### config.mk
export PLATFORM = sky130hd
export DESIGN_NAME = priority_twist_mux_watchdog
export DESIGN_NICKNAME = d
export VERILOG_FILES = /design/src/design/ptmw_pkg.sv /design/src/design/ptmw_in_reg.sv /design/src/design/ptmw_arbiter.sv /design/src/design/priority_twist_mux_watchdog.sv
export VERILOG_INCLUDE_DIRS = /design/src /design/src/design
export SDC_FILE = /design/constraint.sdc
export NUM_CORES = 1
export LEC_CHECK = 0
export BUFFER_PORTS_ARGS = -buffer_cell sky130_fd_sc_hd__buf_2
export CORE_MARGIN = 2
export CORE_UTILIZATION = 60
export CTS_CLUSTER_DIAMETER = 150
export DETAILED_ROUTE_END_ITERATION = 7
export GPL_TIMING_DRIVEN = 0
export PLACE_DENSITY = 0.82
export SETUP_SLACK_MARGIN = 0.2
export SKIP_CTS_REPAIR_TIMING = 1
export SYNTH_ARGS = -nofsm -noshare
export SYNTH_HDL_FRONTEND = slang
export SYNTH_SLANG_ARGS = --single-unit
### constraint.sdc
create_clock -name aclk -period 12.85 [get_ports aclk]
set_input_delay 0.6425 -clock aclk [delete_from_list [all_inputs] [get_ports aclk]]
set_output_delay 0.6425 -clock aclk [all_outputs]
set_load 0.01 [all_outputs]
### src/design/priority_twist_mux_watchdog_macros.svh
// Assertion macros for the priority command multiplexer.
// Taken in by the top level; needs no other file.
`ifndef PRIORITY_TWIST_MUX_WATCHDOG_MACROS_SVH
`define PRIORITY_TWIST_MUX_WATCHDOG_MACROS_SVH

// A condition that must hold at the same edge as its trigger.
`define PTMW_ASSERT_SAME(label, clk, rstn, trig, cond) \
    label: assert property (@(posedge clk) disable iff (!(rstn)) (trig) |-> (cond)) \
        else $error("ptmw: same-cycle check failed");

// A condition that must hold at the edge after its trigger.
`define PTMW_ASSERT_NEXT(label, clk, rstn, trig, cond) \
    label: assert property (@(posedge clk) disable iff (!(rstn)) (trig) |=> (cond)) \
        else $error("ptmw: next-cycle check failed");

`endif

### src/design/ptmw_pkg.sv
// Shared types and constants of the priority command multiplexer.
// Used by every module of the block; depends on nothing.
`timescale 1ns / 1ps

package ptmw_pkg;

    // Request types of an input word.
    localparam logic REQ_COMMAND = 1'b0;
    localparam logic REQ_CHECK   = 1'b1;

    // Kinds of a result word.
    localparam logic KIND_FORWARD = 1'b0;
    localparam logic KIND_ZERO    = 1'b1;

    // Configuration register indexes.
    localparam int CFG_IDX_W = 2;
    localparam logic [CFG_IDX_W-1:0] CFG_HOLD_OFF   = 2'd0;
    localparam logic [CFG_IDX_W-1:0] CFG_STOP_DELAY = 2'd1;
    localparam logic [CFG_IDX_W-1:0] CFG_ZERO_REPS  = 2'd2;

    // Configuration reset values.
    localparam logic [15:0] HOLD_OFF_RESET   = 16'd500;
    localparam logic [15:0] STOP_DELAY_RESET = 16'd100;
    localparam logic [7:0]  ZERO_REPS_RESET  = 8'd5;

    typedef struct packed {
        logic               req_type;
        logic [31:0]        now_ms;
        logic [2:0]         source_priority;
        logic signed [31:0] cmd_linear;
        logic signed [31:0] cmd_angular;
    } item_t;

    typedef struct packed {
        logic               out_kind;
        logic signed [31:0] out_linear;
        logic signed [31:0] out_angular;
    } result_t;

    typedef struct packed {
        logic [15:0] hold_off_ms;
        logic [15:0] stop_delay_ms;
        logic [7:0]  zero_repeats;
    } cfg_t;

    typedef struct packed {
        logic       stop_armed;
        logic [7:0] zeros_sent;
        logic [2:0] held_level;
    } status_t;

endpackage

### src/design/ptmw_in_reg.sv
// Input register slice of the priority command multiplexer.
// Depends on ptmw_pkg for the input word type.
`timescale 1ns / 1ps

module ptmw_in_reg (
    input  logic           aclk,
    input  logic           aresetn,
    input  logic           s_valid,
    output logic           s_ready,
    input  ptmw_pkg::item_t s_item,
    output logic           q_valid,
    input  logic           q_ready,
    output ptmw_pkg::item_t q_item
);
    import ptmw_pkg::*;

    logic  valid_reg;
    item_t item_reg;

    // The slot takes a new word when it is empty or is being drained.
    assign s_ready = !valid_reg || q_ready;
    assign q_valid = valid_reg;
    assign q_item  = item_reg;

    // Valid flag of the slot.
    always_ff @(posedge aclk) begin
        if (!aresetn) begin
            valid_reg <= 1'b0;
        end else if (s_ready) begin
            valid_reg <= s_valid;
        end
    end

    // Payload of the slot.
    always_ff @(posedge aclk) begin
        if (s_valid && s_ready) begin
            item_reg <= s_item;
        end
    end

endmodule

### src/design/ptmw_arbiter.sv
// Priority arbitration and stop watchdog state of the multiplexer.
// Depends on ptmw_pkg for word, configuration and status types.
`timescale 1ns / 1ps

module ptmw_arbiter #(
    parameter int NUM_SOURCES = 8
) (
    input  logic             aclk,
    input  logic             aresetn,
    input  ptmw_pkg::cfg_t    cfg,
    input  logic             fire,
    input  ptmw_pkg::item_t   item,
    output logic             res_valid,
    output ptmw_pkg::result_t result,
    output ptmw_pkg::status_t status
);
    import ptmw_pkg::*;

    localparam logic [8:0] NUM_SRC_W = 9'(NUM_SOURCES);

    logic [2:0]  held_level_reg,  held_level_next;
    logic [31:0] last_fwd_reg,    last_fwd_next;
    logic [31:0] last_in_reg,     last_in_next;
    logic        stop_armed_reg,  stop_armed_next;
    logic [7:0]  zeros_sent_reg,  zeros_sent_next;

    logic [31:0] since_fwd;
    logic [31:0] since_in;
    logic [7:0]  zeros_inc;
    logic        prio_ok;

    assign since_fwd = item.now_ms - last_fwd_reg;
    assign since_in  = item.now_ms - last_in_reg;
    assign zeros_inc = zeros_sent_reg + 8'd1;
    assign prio_ok   = {6'd0, item.source_priority} < NUM_SRC_W;

    // Decision for the word in the input register and the state it leaves.
    always_comb begin
        held_level_next = held_level_reg;
        last_fwd_next   = last_fwd_reg;
        last_in_next    = last_in_reg;
        stop_armed_next = stop_armed_reg;
        zeros_sent_next = zeros_sent_reg;
        res_valid       = 1'b0;
        result.out_kind    = KIND_FORWARD;
        result.out_linear  = item.cmd_linear;
        result.out_angular = item.cmd_angular;
        if (item.req_type == REQ_COMMAND) begin
            if (prio_ok) begin
                // Forward when not outranked or when the hold-off has run out.
                if (item.source_priority >= held_level_reg
                        || since_fwd > {16'd0, cfg.hold_off_ms}) begin
                    held_level_next = item.source_priority;
                    last_fwd_next   = item.now_ms;
                    res_valid       = 1'b1;
                end
                last_in_next    = item.now_ms;
                stop_armed_next = 1'b1;
            end
        end else begin
            // Watchdog check: send a stop once the input has gone quiet.
            if (stop_armed_reg && since_in > {16'd0, cfg.stop_delay_ms}) begin
                res_valid          = 1'b1;
                result.out_kind    = KIND_ZERO;
                result.out_linear  = 32'sd0;
                result.out_angular = 32'sd0;
                zeros_sent_next    = zeros_inc;
                if (zeros_inc >= cfg.zero_repeats || zeros_inc == 8'd0) begin
                    stop_armed_next = 1'b0;
                    zeros_sent_next = 8'd0;
                end
            end
        end
    end

    // State registers, updated when the word leaves the input register.
    always_ff @(posedge aclk) begin
        if (!aresetn) begin
            held_level_reg <= 3'd0;
            last_fwd_reg   <= 32'd0;
            last_in_reg    <= 32'd0;
            stop_armed_reg <= 1'b0;
            zeros_sent_reg <= 8'd0;
        end else if (fire) begin
            held_level_reg <= held_level_next;
            last_fwd_reg   <= last_fwd_next;
            last_in_reg    <= last_in_next;
            stop_armed_reg <= stop_armed_next;
            zeros_sent_reg <= zeros_sent_next;
        end
    end

    assign status.stop_armed = stop_armed_reg;
    assign status.zeros_sent = zeros_sent_reg;
    assign status.held_level = held_level_reg;

endmodule

### src/design/priority_twist_mux_watchdog.sv
// Top level of the priority command multiplexer with stop watchdog.
// Depends on ptmw_pkg, ptmw_in_reg, ptmw_arbiter and the macros header.
//
//   channel   direction  handshake          payload
//   s_        in         s_valid / s_ready  s_req_type .. s_cmd_angular
//   m_        out        m_valid / m_ready  m_out_kind .. m_out_angular
//   cfg_      in         cfg_wr_en          cfg_wr_index, cfg_wr_data
//
// A word accepted into the input register waits there until the result register is
// free or draining, then passes through the arbitration logic into the result
// register; its result is then offered on the m_ channel.
// One word is accepted every cycle while the result side keeps taking words.
// Reset clears the valid flags and the arbitration state and reloads the
// configuration reset values.
// A stalled result holds the result register, then the input register fills.
`timescale 1ns / 1ps
`include "priority_twist_mux_watchdog_macros.svh"

module priority_twist_mux_watchdog #(
    parameter int NUM_SOURCES = 8
) (
    input  logic                               aclk,
    input  logic                               aresetn,
    input  logic                               cfg_wr_en,
    input  logic [ptmw_pkg::CFG_IDX_W-1:0]     cfg_wr_index,
    input  logic [15:0]                        cfg_wr_data,
    input  logic                               s_valid,
    output logic                               s_ready,
    input  logic                               s_req_type,
    input  logic [31:0]                        s_now_ms,
    input  logic [2:0]                         s_source_priority,
    input  logic signed [31:0]                 s_cmd_linear,
    input  logic signed [31:0]                 s_cmd_angular,
    output logic                               m_valid,
    input  logic                               m_ready,
    output logic                               m_out_kind,
    output logic signed [31:0]                 m_out_linear,
    output logic signed [31:0]                 m_out_angular
);
    import ptmw_pkg::*;

    cfg_t    cfg_reg;
    item_t   s_item;
    item_t   q_item;
    logic    q_valid;
    logic    q_ready;
    logic    fire;
    logic    res_valid;
    result_t result;
    status_t status;
    logic    m_valid_reg;
    result_t result_reg;

    // Configuration registers.
    always_ff @(posedge aclk) begin
        if (!aresetn) begin
            cfg_reg.hold_off_ms   <= HOLD_OFF_RESET;
            cfg_reg.stop_delay_ms <= STOP_DELAY_RESET;
            cfg_reg.zero_repeats  <= ZERO_REPS_RESET;
        end else if (cfg_wr_en) begin
            unique case (cfg_wr_index)
                CFG_HOLD_OFF:   cfg_reg.hold_off_ms   <= cfg_wr_data;
                CFG_STOP_DELAY: cfg_reg.stop_delay_ms <= cfg_wr_data;
                CFG_ZERO_REPS:  cfg_reg.zero_repeats  <= cfg_wr_data[7:0];
                default: ;
            endcase
        end
    end

    // Gather the input word.
    assign s_item.req_type        = s_req_type;
    assign s_item.now_ms          = s_now_ms;
    assign s_item.source_priority = s_source_priority;
    assign s_item.cmd_linear      = s_cmd_linear;
    assign s_item.cmd_angular     = s_cmd_angular;

    ptmw_in_reg u_in_reg (
        .aclk    (aclk),
        .aresetn (aresetn),
        .s_valid (s_valid),
        .s_ready (s_ready),
        .s_item  (s_item),
        .q_valid (q_valid),
        .q_ready (q_ready),
        .q_item  (q_item)
    );

    // The held word moves on when the result register is free or draining.
    assign q_ready = !m_valid_reg || m_ready;
    assign fire    = q_valid && q_ready;

    ptmw_arbiter #(
        .NUM_SOURCES (NUM_SOURCES)
    ) u_arbiter (
        .aclk      (aclk),
        .aresetn   (aresetn),
        .cfg       (cfg_reg),
        .fire      (fire),
        .item      (q_item),
        .res_valid (res_valid),
        .result    (result),
        .status    (status)
    );

    // Result register valid flag.
    always_ff @(posedge aclk) begin
        if (!aresetn) begin
            m_valid_reg <= 1'b0;
        end else if (fire) begin
            m_valid_reg <= res_valid;
        end else if (m_ready) begin
            m_valid_reg <= 1'b0;
        end
    end

    // Result register payload.
    always_ff @(posedge aclk) begin
        if (fire && res_valid) begin
            result_reg <= result;
        end
    end

    assign m_valid       = m_valid_reg;
    assign m_out_kind    = result_reg.out_kind;
    assign m_out_linear  = result_reg.out_linear;
    assign m_out_angular = result_reg.out_angular;

    // A stop word always carries zero velocities.
    `PTMW_ASSERT_SAME(a_zero_payload, aclk, aresetn, m_valid && m_out_kind == KIND_ZERO, m_out_linear == 32'sd0 && m_out_angular == 32'sd0)
    // A disarmed watchdog has a cleared repeat counter.
    `PTMW_ASSERT_SAME(a_disarmed_clear, aclk, aresetn, !status.stop_armed, status.zeros_sent == 8'd0)
    // The held level is always a valid source index.
    `PTMW_ASSERT_SAME(a_level_range, aclk, aresetn, 1'b1, {6'd0, status.held_level} < 9'(NUM_SOURCES))
    // A stalled result is never overwritten by the word behind it.
    `PTMW_ASSERT_NEXT(a_no_overrun, aclk, aresetn, m_valid && !m_ready, m_valid && $stable(result_reg))

endmodule

# Word level (Yosys, flattened, before mapping)
# Index checks and enable logic that the tools add are counted.
dict set report op_classes {
  addsub 3
  magnitude_cmp 4
  n_eq_ne 4
  mux 11
  n_bitwise 1
  n_reduce_logical 20
}
# op n
set ops {}
lappend ops {{$mux W65} 1}
lappend ops {{$gt A32 B16 Y1} 2}
lappend ops {{$mux W64} 1}
lappend ops {{$sub A32 B32 Y32} 2}
lappend ops {{$reduce_and A3 Y1} 3}
lappend ops {{$add A8 B1 Y8 const B} 1}
lappend ops {{$ge A8 B8 Y1} 1}
lappend ops {{$logic_not A8 Y1} 1}
lappend ops {{$mux W1} 8}
lappend ops {{$mux W8} 1}
lappend ops {{$reduce_and A2 Y1} 4}
lappend ops {{$logic_and A1 B1 Y1} 4}
lappend ops {{$logic_or A1 B1 Y1} 4}
lappend ops {{$ne A2 B1 Y1 const B} 2}
lappend ops {{$ge A3 B3 Y1} 1}
lappend ops {{$eq A2 B1 Y1 const B} 1}
lappend ops {{$eq A2 B2 Y1 const B} 1}
lappend ops {{$logic_not A1 Y1} 2}
lappend ops {{$logic_not A2 Y1} 1}
lappend ops {{$reduce_bool A2 Y1} 1}
lappend ops {{$not A1 Y1} 1}
dict set report word_totals {
  register_bits 283
  inputBits 123
  word_cells 61
}

# Depth between registers and ports, before layout
# Gate-level depths: netlist of run 1.
dict set report depth {
  ltp_word 6
  ltp_mapped 24
  depth_no_buf 23
}

# By module
# A second synthesis of run 1 with hierarchy kept.
dict set report hier_totals {
  hier_cells 1640
  hier_area_um2 15971.6
}
# module n_inst cells_each area_per_inst_um2 seq_area_each_um2
set modules_own_cells {}
lappend modules_own_cells {ptmw_arbiter 1 1306 9322.7 1521.5}
lappend modules_own_cells {priority_twist_mux_watchdog 1 229 3588.4 2772.7}
lappend modules_own_cells {ptmw_in_reg 1 105 3060.4 3022.9}

# Worst setup path before layout of run 1
# OpenSTA, ideal clock, no wires.
dict set report synth_timing {
  path_type {reg2reg}
  startpoint {reg u_in_reg.item_reg, in the netlist u_in_reg.q_item[69]}
  endpoint {reg result_reg, in the netlist m_out_angular[0], enable pin}
  setup_ps 534
  arrival_time_ps 4793
  path_slack_ps 7524
  stages_incl_launch_ff 23
  n_path_buf 1
  synth_period_minus_slack_ps 5326
  path_cell_list {edfxtp_1 -> ha_1 -> o211ai_1 -> a21oi_1 -> o21a_1 -> nor2_1 -> o21ai_0 -> a21o_1 -> a21oi_1 -> xnor2_1 -> ha_1 -> nand4_1 -> nor4_1 -> nor3_1 -> o31ai_1 -> o2111a_1 -> o211ai_1 -> a2111oi_0 -> nand4_1 -> o211ai_2 -> buf_6 -> inv_4 -> a21o_1}
}
dict set report synth_between {
  elab_chain_len 6
  elab_cells_between_ends 10
}
# item line
set synth_lines {}
lappend synth_lines {{start: declaration} ptmw_in_reg.sv:18} ;# item_t item_reg;
lappend synth_lines {{start signal: assignment} ptmw_in_reg.sv:37} ;# item_reg <= s_item;
lappend synth_lines {{$sub A32 B32 Y32, on equally long branches} {ptmw_arbiter.sv:32, ptmw_arbiter.sv:33}}
lappend synth_lines {{$gt A32 B16 Y1, on equally long branches} {ptmw_arbiter.sv:52, ptmw_arbiter.sv:62}}
lappend synth_lines {{$logic_or A1 B1 Y1 or $logic_and A1 B1 Y1 (tied branches)} {ptmw_arbiter.sv:52, ptmw_arbiter.sv:62}}
lappend synth_lines {{$mux W1, on equally long branches} {ptmw_arbiter.sv:51, ptmw_arbiter.sv:62}}
lappend synth_lines {{$mux W1 (*)} ptmw_arbiter.sv:48} ;# if (item.req_type == REQ_COMMAND) begin
lappend synth_lines {{$logic_and A1 B1 Y1 (*)} priority_twist_mux_watchdog.sv:118} ;# if (fire && res_valid) begin
lappend synth_lines {{end signal: assignment} priority_twist_mux_watchdog.sv:119} ;# result_reg <= result;
lappend synth_lines {{end: declaration} priority_twist_mux_watchdog.sv:52} ;# result_t result_reg;
# Mark *: on every way between the ends. The rest lies on a longest branch, timed or not.
# A chain may end at the register's enable or synchronous reset.

# Worst setup path after layout of run 1
dict set report layout_timing {
  startpoint {reg u_in_reg.item_reg, in the netlist u_in_reg.q_item[71]}
  endpoint {reg result_reg, in the netlist m_out_angular[0], enable pin}
}
# The elaborated chain is that of the path after synthesis.

==> results.md, run 1 <==
* Status: finished, final reports clean
* Fin. max-slew vios at 0
* CTS Buffer Depth at 3
* Hold Fails Final Rpt at 0
* Worst VDD drop at between 0.1 and 0.15 mV
* Clock transition at the registers of the reported paths at ~0.060 ns
* Async set-reset flop share out of synthesis at 0
* I/O pins at 190
* Post-Layout Cell Count at 2094
* Flops & latches, synth at about 280
* CTS tree: done
* Width of the die at roughly 160 um
* Clk Latency, worst-skew pair at ~0.56 ns
* Max reg flops at 100
* Main synth FF type: edfxtp_1
* Die Span Y at between 150 and 200 um
* Setup crit start kind: flip-flop
* Slew HR at 0.485
* Area growth syn-to-layout at 15.7%
* Share of the synthesized area in the top cell type at 0.332
* IO buf count at 188
* Grt met1 use at 0.370
* Synth Instances at approximately 1.5k
* Post-synth top cells: nand2_1, edfxtp_1, a21oi_1
* Final Skew at around 0.019 ns
* CORE AREA at 24400 sq um
* Grt met3 use at 0.0373
* Setup violators final at 0
* HP Class: primary input to flip-flop
* DP HPWL at ~28000 um
* Largest net degree at the start of global routing at 56
* DP Worst Slack at 6.73 ns
* Met2 GRT Util at 0.474
* Syn Area/Cell at approximately 9.8 sq um
* DR vias at ~12k
* Final Net Count at roughly 2k
* Setup ws final at 6.59 ns
* Req. time, crit path at around 13 ns
* Max Cap Violations at 0
* Routed WL at roughly 37000 um
* Critical path class: flip-flop to flip-flop
* Top post-synthesis cells by area: edfxtp_1, dfxtp_1, ha_1
* CP endpoint kind: flip-flop
* Wirelength per Cell at 17.7 um
* Die ar. at approximately 26000 sq um
* PD cells at approximately 130 nW/um^2
* Starting Density at 0.612
* Row count at between 50 and 60
* Grt ovf at 0
* Crit path DAT at approximately 6.6 ns
* Synth Cell Area at ~15000 sq um
* Number of H-tree levels at 1
* CP max FO at 34
* Final period util at 0.487
* # DRC at 0
* Placed Cells at 2040
* Syn_nets at 1757
* Setup TNS at 0 ns
* Post-synth EDFFs at 165
* Clk root buf: clkbuf_16
* First-pass GRT wire length at between 50000 and 60000 um
* Vias per cell at ~5.7
* Post-synth top area cell: edfxtp_1
* Leak at approximately 0.007 uW
* Seq/Total Area, Yosys at 0.490
* CTS Buf Count at 29
* Initial antenna violation count at 1
* Clock Sinks at 283
* RSZ-0062 raised after global routing: false
* Fin util at 0.708
* Most frequent cell after synthesis: nand2_1
* Vias in the first global route at ~11k
* Initial drt markers at 1164
* Final ANT Viol Nets at 0
* Fmax achieved at approximately 160 MHz
* Total GRT Usage at 0.279
* Hold Slack at between 0.2 and 0.3 ns
* Share of cells above drive strength 1 at 0.151
* Synth warn at 0
* GR peak layer: met2
* DR pass1 iterations at 5
* Slew @ Worst Pin at 0.772 ns
* Tmin final at roughly 6.3 ns
* Cell variety after synth at roughly 80
* GPL Wtd Cong at roughly 1
-- cell type report --
type	instances	area, sq um
sequential	283	7320
fill	1834	7130
multi-input combinational	1058	6860
timing repair buffer	190	988
clock buffer	40	833
inverter	122	460
tap	324	405
buffer	63	282
clock inverter	13	105
antenna	1	2.50
-- per-layer routing --
metal,part of all wire,routed length (um),vias to the layer above
li1,-,-,5856
met1,0.42,15700,5702
met2,0.49,18000,396
met3,0.056,2080,86
met4,0.036,1330,0
met5,0,0,-
-- cell usage in the layout (no fill, tap or decap), types with 27 or more instances in the layout --
master | Yosys | layout
nand2_1 | 243 | 243
buf_2 | 2 | 190
edfxtp_1 | 165 | 165
a21oi_1 | 142 | 142
inv_1 | 120 | 120
dfxtp_1 | 118 | 118
ha_1 | 106 | 106
and2_1 | 70 | 69
nor2_1 | 62 | 62
clkbuf_1 | 49 | 53
o21ai_0 | 52 | 52
mux2i_1 | 45 | 45
a21o_1 | 41 | 40
clkbuf_16 | 0 | 31
xnor2_1 | 27 | 27
-- metrics by stage --
step,total power (uW),area (sq um)
after CTS,2190,17300
after global placement,1360,16300
after global routing,2280,17300
after detailed placement,1370,16300
final,2190,17300
after floorplan,1270,14900
-- logic make-up after synthesis --
group / Yosys count / share of synthesized area
simple gates: 506 / 0.161
xor+xnor: 47 / 0.0281
compound gates: 352 / 0.149
flops: 283 / 0.490
buf+inv: 185 / 0.0497
mux: 45 / 0.0302
fa+ha+maj: 108 / 0.0916
-- worst paths after layout --
kind | startpoint | end | slack [ns] | depth (start not counted)
hold reg to reg | u_arbiter.last_in_reg[20] | u_arbiter.last_in_reg[20] | 0.45 | 2
setup / recovery | u_in_reg.q_item[71] | m_out_angular[0] | 6.59 | 20
setup reg to reg | u_in_reg.q_item[71] | m_out_angular[0] | 6.59 | 20
hold / removal | s_cmd_linear[20] | u_in_reg.q_item[52] | 0.26 | 1
-- worst max-delay path, stage by stage, from the launching register on --
cell and delay (ns):
edfxtp_1 0.48, ha_1 0.41, o211ai_1 0.10, a21oi_1 0.28, o22ai_1 0.20, o41ai_2 0.65, xor2_1 0.21, ha_1 0.36
nand4_1 0.18, nor4_1 0.48, nor3_1 0.09, o31ai_1 0.11, o2111a_1 0.26, o211ai_1 0.13, a2111oi_0 0.42, nand4_1 0.25
o211ai_2 0.30, buf_6 0.21, inv_4 0.07, a21o_2 0.48, buf_12 0.30
-- power breakdown --
group | switching [uW] | leakage (uW) | internal [uW]
sequential | 20.3 | 0.00254 | 1000
combinational | 203 | 0.00383 | 136
clock | 349 | 0.000466 | 474
No activity file was read; power rests on OpenSTA's default activity.
==> run 2: changes to the inputs <==
Settings changed: CORE_UTILIZATION 60 to 53, PLACE_DENSITY 0.82 to 0.77.
Clock period 12.85 ns to 5.5 ns, I/O delays scaled along.
==> run 2 against run 1 <==
Net effect:
- cell area rose by 8.8%
- cell count rose by 8.8%
- hold slack got worse by 0.21 ns
- die area rose by 13%
- non-clock buffer count rose by 125
- highest routed layer unchanged
- total power rose by 150%
- first-iteration DRC count fell by 10%
- via count rose by 4.4%
- sequential share of layout area fell by 3.4 points
- largest cell class unchanged
- setup slack got worse by 6.2 ns
==> results.md, run 2 (synthesis results as in run 1) <==
* Final Net Count at 2108 (was 1978)
* Crit path DAT at 5.46 ns (was 6.56 ns)
* Max Cap Violations at 0 (unchanged)
* Worst R2R Start: u_in_reg.q_item[67] (was u_in_reg.q_item[71])
* Setup violators final at 0 (unchanged)
* HP Class: primary input to flip-flop (unchanged)
* I/O pins at 190 (unchanged)
* Row count at 61 (was 57)
* GPL Wtd Cong at 0.925 (was 0.989)
* Fin. max-slew vios at 0 (unchanged)
* Initial antenna violation count at 0 (was 1)
* Die ar. at 29500 sq um (was 26100 sq um)
* Clock share of power at 0.391 (was 0.377)
* CP endpoint kind: flip-flop (unchanged)
* Setup ws final at 0.365 ns (was 6.59 ns)
* Die Span Y at 172 um (was 162 um)
* Most frequent cells in the layout: nand2_1, buf_2, edfxtp_1, a21oi_1, inv_1 (unchanged)
* Clock transition at the registers of the reported paths at 0.06 ns (about the same)
* Final ANT Viol Nets at 0 (unchanged)
* Slowest-stage cell, CP: fa_1 (was o41ai_2)
* IO buf count at 188 (unchanged)
* Share of cells above drive strength 1 at 0.153 (was 0.151)
* Req. time, crit path at 5.83 ns (was 13.15 ns)
* Net Switching at 1430 uW (was 573 uW)
* # DRC at 0 (unchanged)
* Largest net degree at the start of global routing at 66 (was 56)
* DP HPWL at 27700 um (was 28000 um)
* P_int at 3960 uW (was 1610 uW)
* Commonest non-fill, non-tap cell in the layout: nand2_1 (unchanged)
* DR vias at 12.6k (was 12.0k)
* First-pass GRT wire length at 56400 um (was 58400 um)
* Met2 GRT Util at 0.399 (was 0.474)
* Comb power frac at 0.165 (was 0.155)
* Total GRT Usage at 0.242 (was 0.279)
* Sequential fraction of design power at 0.444 (was 0.468)
* Area growth syn-to-layout at 25.9% (was 15.7%)
* Grt ovf at 0 (unchanged)
* CP dominant cell by count: a21o_1
* Crit. Startpoint: u_in_reg.q_item[67] (was u_in_reg.q_item[71])
* Hold Startpoint: cfg_wr_index[0] (was s_cmd_linear[20])
* Number of H-tree levels at 1 (unchanged)
* Clk Latency, worst-skew pair at 0.60 ns (was 0.56 ns)
* Pwr Total at 5400 uW (was 2190 uW)
* Leak at 0.00744 uW (was 0.00683 uW)
* Wirelength per Cell at 17.9 um (was 17.7 um)
* Width of the die at 172 um (was 162 um)
* PD cells at 287 nW/um^2 (was 127 nW/um^2)
* Fmax achieved at 195 MHz (was 160 MHz)
* Tmin final at 5.13 ns (was 6.26 ns)
* Switch share at 0.265 (was 0.262)
* N_diodes at 0 (was 1)
* Vias per cell at 5.52 (was 5.75)
* CTS Buffer Depth at 3 (unchanged)
* DP Worst Slack at -0.608 ns (was 6.73 ns)
* CORE AREA at 27800 sq um (was 24400 sq um)
* CP max stage delay at 0.44 ns (was 0.65 ns)
* CTS Buf Count at 30 (was 29)
* Final period util at 0.934 (was 0.487)
* Worst Path Buf+Inv at 4 (was 3)
* CTS tree: done (unchanged)
* Worst VDD drop at 0.259 mV (was 0.113 mV)
* Cell breakdown of the critical path: inv_1 -> ha_1 -> inv_1 -> fa_1 -> a211oi_2 -> o21ai_2 -> a31oi_2 -> o21ba_2 -> o21ai_0 -> xor2_1 -> ha_1 -> a21o_1 -> a21o_1 -> a21oi_1 -> o21ai_0 -> a21o_1 -> a21oi_1 -> nand4b_1 -> nor4_4 -> buf_4 -> nor2_4 -> buf_6 -> a21o_4 (was ha_1 -> o211ai_1 -> a21oi_1 -> o22ai_1 -> o41ai_2 -> xor2_1 -> ha_1 -> nand4_1 -> nor4_1 -> nor3_1 -> o31ai_1 -> o2111a_1 -> o211ai_1 -> a2111oi_0 -> nand4_1 -> o211ai_2 -> buf_6 -> inv_4 -> a21o_2 -> buf_12)
* Grt met3 use at 0.0331 (was 0.0373)
* Starting Density at 0.537 (was 0.612)
* Slew @ Worst Pin at 0.894 ns (was 0.772 ns)
* RSZ-0062 raised after global routing: false (unchanged)
* CP max FO at 16 (was 34)
* Area after DPL at 16400 sq um (was 16300 sq um)
* Clock Sinks at 283 (unchanged)
* Routed WL at 40700 um (was 37100 um)
* Hold Fails Final Rpt at 0 (unchanged)
* Status: finished, final reports clean (unchanged)
* Design area at 18800 sq um (was 17300 sq um)
* GR peak layer: met2 (unchanged)
* DR pass1 iterations at 5 (unchanged)
* Initial drt markers at 1043 (was 1164)
* Top delay family on crit path: compound AO/OA/AOI/OAI gates (unchanged)
* Grt met1 use at 0.328 (was 0.370)
* Vias in the first global route at 11.1k (was 11.4k)
* Fillers at 2148 (was 1834)
* Final Skew at 0.0407 ns (was 0.0190 ns)
* Slew HR at 0.404 (was 0.485)
* Max reg flops at 100 (unchanged)
* Critical path class: flip-flop to flip-flop (unchanged)
* Clk root buf: clkbuf_16 (unchanged)
* Setup crit start kind: flip-flop (unchanged)
[run 2: cell types whose count changed in the layout (fill, tap and decap cells not counted), sizes merged, moves of 2 or more]
cell         change
inv              -2
dlygate4sd3    +117
clkbuf           -4
clkinv           +3
buf              +8
a21o             +4
bufinv           +4
[run 2: layout make-up]
class / count / area [sq um] / share of cell area
Multi-Input combinational cell: 1062 / 7010 / 0.373
Buffer: 63 / 283 / 0.0151
Timing Repair Buffer: 315 / 2210 / 0.118
Sequential cell: 283 / 7320 / 0.390
Inverter: 122 / 460 / 0.0245
Tap cell: 378 / 473 / 0.0252
Clock inverter: 19 / 255 / 0.0136
Clock buffer: 36 / 773 / 0.0412
[run 2: stage by stage]
stage / setup TNS [ns] / util / hold slack, ns / instances
2_1_floorplan: 0 / - / 0.374 / 1526
3_3_place_gp: -33.07 / 0.588 / 0.442 / 2092
3_5_place_dp: -39.39 / 0.589 / 0.447 / 2093
4_1_cts: -40.40 / 0.626 / -0.160 / 2148
5_1_grt: 0 / 0.676 / 0.0664 / 2278
6_report: 0 / 0.676 / 0.0484 / 2278
[run 2: path summary, 6_finish.rpt]
check	to	slack [ns]	cells after the start
setup / recovery	m_out_kind	0.37	23
hold / removal	cfg_reg[39]	0.05	4
setup reg to reg	m_out_kind	0.37	23
hold reg to reg	u_arbiter.last_in_reg[20]	0.45	2
[run 2: layer usage]
metal | wire length [um] | vias to the layer above
li1 | - | 6104
met1 | 17200 | 5963
met2 | 19800 | 402
met3 | 2310 | 97
met4 | 1420 | 0
met5 | 0 | -
[run 2: worst register-to-register path: stages, from the launching register on]
cell,delay (ns)
edfxtp_1,0.42
inv_1,0.14
ha_1,0.19
inv_1,0.05
fa_1,0.44
a211oi_2,0.25
o21ai_2,0.17
a31oi_2,0.23
o21ba_2,0.17
o21ai_0,0.09
xor2_1,0.19
ha_1,0.21
a21o_1,0.17
a21o_1,0.17
a21oi_1,0.13
o21ai_0,0.09
a21o_1,0.22
a21oi_1,0.18
nand4b_1,0.21
nor4_4,0.29
buf_4,0.20
nor2_4,0.12
buf_6,0.23
a21o_4,0.31
[run 2: power groups by stage]
stage	Sequential [uW]	Combinational [uW]	Clock, uW
floorplan	2430	537	0
global placement	2440	752	0
detailed placement	2440	778	0
CTS	2390	782	2130
global route	2400	981	2230
finish	2400	890	2110
==> run 3: changes to the inputs <==
Settings changed: CELL_PAD_IN_SITES_DETAIL_PLACEMENT from default to 1, CELL_PAD_IN_SITES_GLOBAL_PLACEMENT from default to 1, CORE_UTILIZATION 53 to 41, PLACE_DENSITY 0.77 to default, PLACE_DENSITY_LB_ADDON from default to 0.1.
==> run 3 against run 2 <==
Net effect:
- the run now ends with hold timing left
- total power rose by 1.5%
- sequential share of layout area shrank 0.13 points
- non-clock buffer count fell by 11
- clock power up 4%
- sequential power is essentially flat
- clock skew fell by 0.020 ns
- first-iteration DRC count down 49%
- via count shrank 0.71%
- cell count grew 3.6%
- register-to-register slack better by 0.10 ns
==> results.md, run 3 (synthesis results as in run 1) <==
* Width of the die at 195 um (was 172 um)
* Status: complete, but fails checks (was finished, final reports clean)
* DR pass1 iterations at 4 (was 5)
* Share of cells above drive strength 1 at 0.155 (was 0.153)
* CP max stage delay at 0.44 ns (about the same)
* CTS Buffer Depth at 3 (unchanged)
* DP HPWL at 32000 um (was 27700 um)
* Initial antenna violation count at 0 (unchanged)
* Failing checks: hold timing
* Worst reg2reg setup slack at 0.47 ns (was 0.37 ns)
* DR vias at 12.5k (was 12.6k)
* Slew HR at 0.301 (was 0.404)
* Grt ovf at 0 (unchanged)
* CTS tree: done (unchanged)
* Leak at 0.00744 uW (about the same)
* Worst setup path endpoint: m_out_angular[10] (was m_out_kind)
* Clock transition at the registers of the reported paths at 0.06 ns (about the same)
* Commonest non-fill, non-tap cell in the layout: nand2_1 (unchanged)
* Final Skew at 0.0207 ns (was 0.0407 ns)
* Tmin final at 5.03 ns (was 5.13 ns)
* DP Worst Slack at -0.422 ns (was -0.608 ns)
* CTS Buf Count at 34 (was 30)
* Clk root buf: clkbuf_16 (unchanged)
* Wirelength per Cell at 19.5 um (was 17.9 um)
* IO buf count at 188 (unchanged)
* Comb power frac at 0.163 (was 0.165)
* CORE AREA at 35700 sq um (was 27800 sq um)
* Worst R2R Start: u_in_reg.q_item[67] (unchanged)
* Row count at 69 (was 61)
* Clock Sinks at 283 (unchanged)
* Hold Slack at -0.00676 ns (was 0.0484 ns)
* Setup TNS at 0 ns (unchanged)
* Sequential fraction of design power at 0.437 (was 0.444)
* N_diodes at 0 (unchanged)
* Area growth syn-to-layout at 26.3% (was 25.9%)
* Clk Latency, worst-skew pair at 0.55 ns (was 0.60 ns)
* Hold Fails Final Rpt at 2 (was 0)
* Initial drt markers at 537 (was 1043)
* Worst VDD drop at 0.238 mV (was 0.259 mV)
* GPL Wtd Cong at 0.871 (was 0.925)
* Fin. max-slew vios at 0 (unchanged)
* First-pass GRT wire length at 65700 um (was 56400 um)
* I/O pins at 190 (unchanged)
* Routed WL at 45900 um (was 40700 um)
* Cell breakdown of the critical path: inv_1 -> ha_1 -> inv_1 -> fa_1 -> a211oi_1 -> o21ai_1 -> a31oi_1 -> o21ba_2 -> o21ai_0 -> xor2_1 -> ha_1 -> a21o_1 -> a21o_1 -> a21oi_1 -> o21ai_0 -> a21o_1 -> a21oi_1 -> nand4b_1 -> nor4_4 -> nor2_4 -> buf_6 -> a21o_2 (was inv_1 -> ha_1 -> inv_1 -> fa_1 -> a211oi_2 -> o21ai_2 -> a31oi_2 -> o21ba_2 -> o21ai_0 -> xor2_1 -> ha_1 -> a21o_1 -> a21o_1 -> a21oi_1 -> o21ai_0 -> a21o_1 -> a21oi_1 -> nand4b_1 -> nor4_4 -> buf_4 -> nor2_4 -> buf_6 -> a21o_4)
* Number of H-tree levels at 2 (was 1)
* Fillers at 4053 (was 2148)
* Final period util at 0.915 (was 0.934)
* Setup ws final at 0.468 ns (was 0.365 ns)
* Req. time, crit path at 5.77 ns (was 5.83 ns)
* Max Cap Violations at 0 (unchanged)
* Die Span Y at 195 um (was 172 um)
* Setup crit start kind: flip-flop (unchanged)
* Final ANT Viol Nets at 0 (unchanged)
* Total GRT Usage at 0.219 (was 0.242)
* PD cells at 291 nW/um^2 (was 287 nW/um^2)
* Fmax achieved at 199 MHz (was 195 MHz)
* RSZ-0062 raised after global routing: false (unchanged)
* Most frequent cells in the layout: nand2_1, buf_2, edfxtp_1, a21oi_1, inv_1 (unchanged)
* # DRC at 0 (unchanged)
* Max reg flops at 100 (unchanged)
* Net Switching at 1480 uW (was 1430 uW)
* Crit. Startpoint: u_in_reg.q_item[67] (unchanged)
* HP Class: primary input to flip-flop (unchanged)
* CP max FO at 16 (unchanged)
* Slew @ Worst Pin at 1.05 ns (was 0.894 ns)
* Worst reg-to-reg path cell count at 22 (was 23)
* Crit path DAT at 5.31 ns (was 5.46 ns)
* Switch share at 0.269 (was 0.265)
* CP dominant cell by count: a21o_1 (unchanged)
* Critical path class: flip-flop to flip-flop (unchanged)
* Final Net Count at 2103 (was 2108)
* Vias per cell at 5.29 (was 5.52)
* Setup violators final at 0 (unchanged)
* Vias in the first global route at 12.5k (was 11.1k)
* Starting Density at 0.417 (was 0.537)
* Clock share of power at 0.399 (was 0.391)
* P_int at 4000 uW (was 3960 uW)
* Slowest-stage cell, CP: fa_1 (unchanged)
* CP endpoint kind: flip-flop (unchanged)
* Worst r2r dst: m_out_angular[10] (was m_out_kind)
* Largest net degree at the start of global routing at 67 (was 66)
* Die ar. at 37900 sq um (was 29500 sq um)
-- run 3: per-stage QoR --
step | cell area (sq um) | cells | util | power, uW
5_1_grt | 18800 | 2359 | 0.527 | 5710
4_1_cts | 17600 | 2238 | 0.491 | 5420
6_report | 18800 | 2359 | 0.527 | 5480
3_3_place_gp | 16400 | 2175 | 0.460 | 3210
2_1_floorplan | 14900 | 1526 | - | 2970
3_5_place_dp | 16500 | 2176 | 0.461 | 3240
-- run 3: final cells by class --
cell class	instances	area, sq um	area share
Buffer	63	282	0.0149
Clock buffer	51	976	0.0518
Clock inverter	11	106	0.00564
Inverter	122	460	0.0244
Multi-Input combinational cell	1064	7030	0.373
Sequential cell	283	7320	0.388
Tap cell	461	577	0.0306
Timing Repair Buffer	304	2100	0.111
-- run 3: worst min-delay path by stage --
stage | startpoint | endpoint | slack [ns] | cells past startpoint
floorplan | s_cmd_angular[0] | u_in_reg.q_item[0] | 0.37 | 0
global placement | u_arbiter.last_fwd_reg[26] | u_arbiter.last_fwd_reg[26] | 0.44 | 2
detailed placement | cfg_reg[12] | cfg_reg[12] | 0.45 | 2
CTS | s_cmd_linear[27] | u_in_reg.q_item[59] | -0.12 | 1
global route | cfg_wr_data[11] | cfg_reg[19] | -0.005 | 3
finish | cfg_wr_data[15] | cfg_reg[39] | -0.007 | 3
-- run 3: worst max-delay path, delay by kind of cell, from the launching register on --
| family | cells | cell delay, ns |
|---|---|---|
| flops | 1 | 0.41 |
| simple gates | 3 | 0.63 |
| buf+inv | 3 | 0.41 |
| compound gates | 12 | 2.34 |
| fa+ha+maj | 3 | 0.79 |
| xor+xnor | 1 | 0.16 |
-- run 3: metal layers --
metal,track usage,vias up,part of all wire
met2,0.382,233,0.49
met5,0,-,0
met4,0.0707,0,0.022
met3,0.0286,65,0.036
li1,-,6108,-
met1,0.280,6071,0.45
-- run 3: power groups by stage --
stage                     registers (uW)  logic (uW)  clock network (uW)
after floorplan                     2430         537                   0
after global placement              2440         770                   0
after detailed placement            2440         801                   0
after CTS                           2400         808                2220
after global routing                2400         996                2310
final                               2400         896                2190
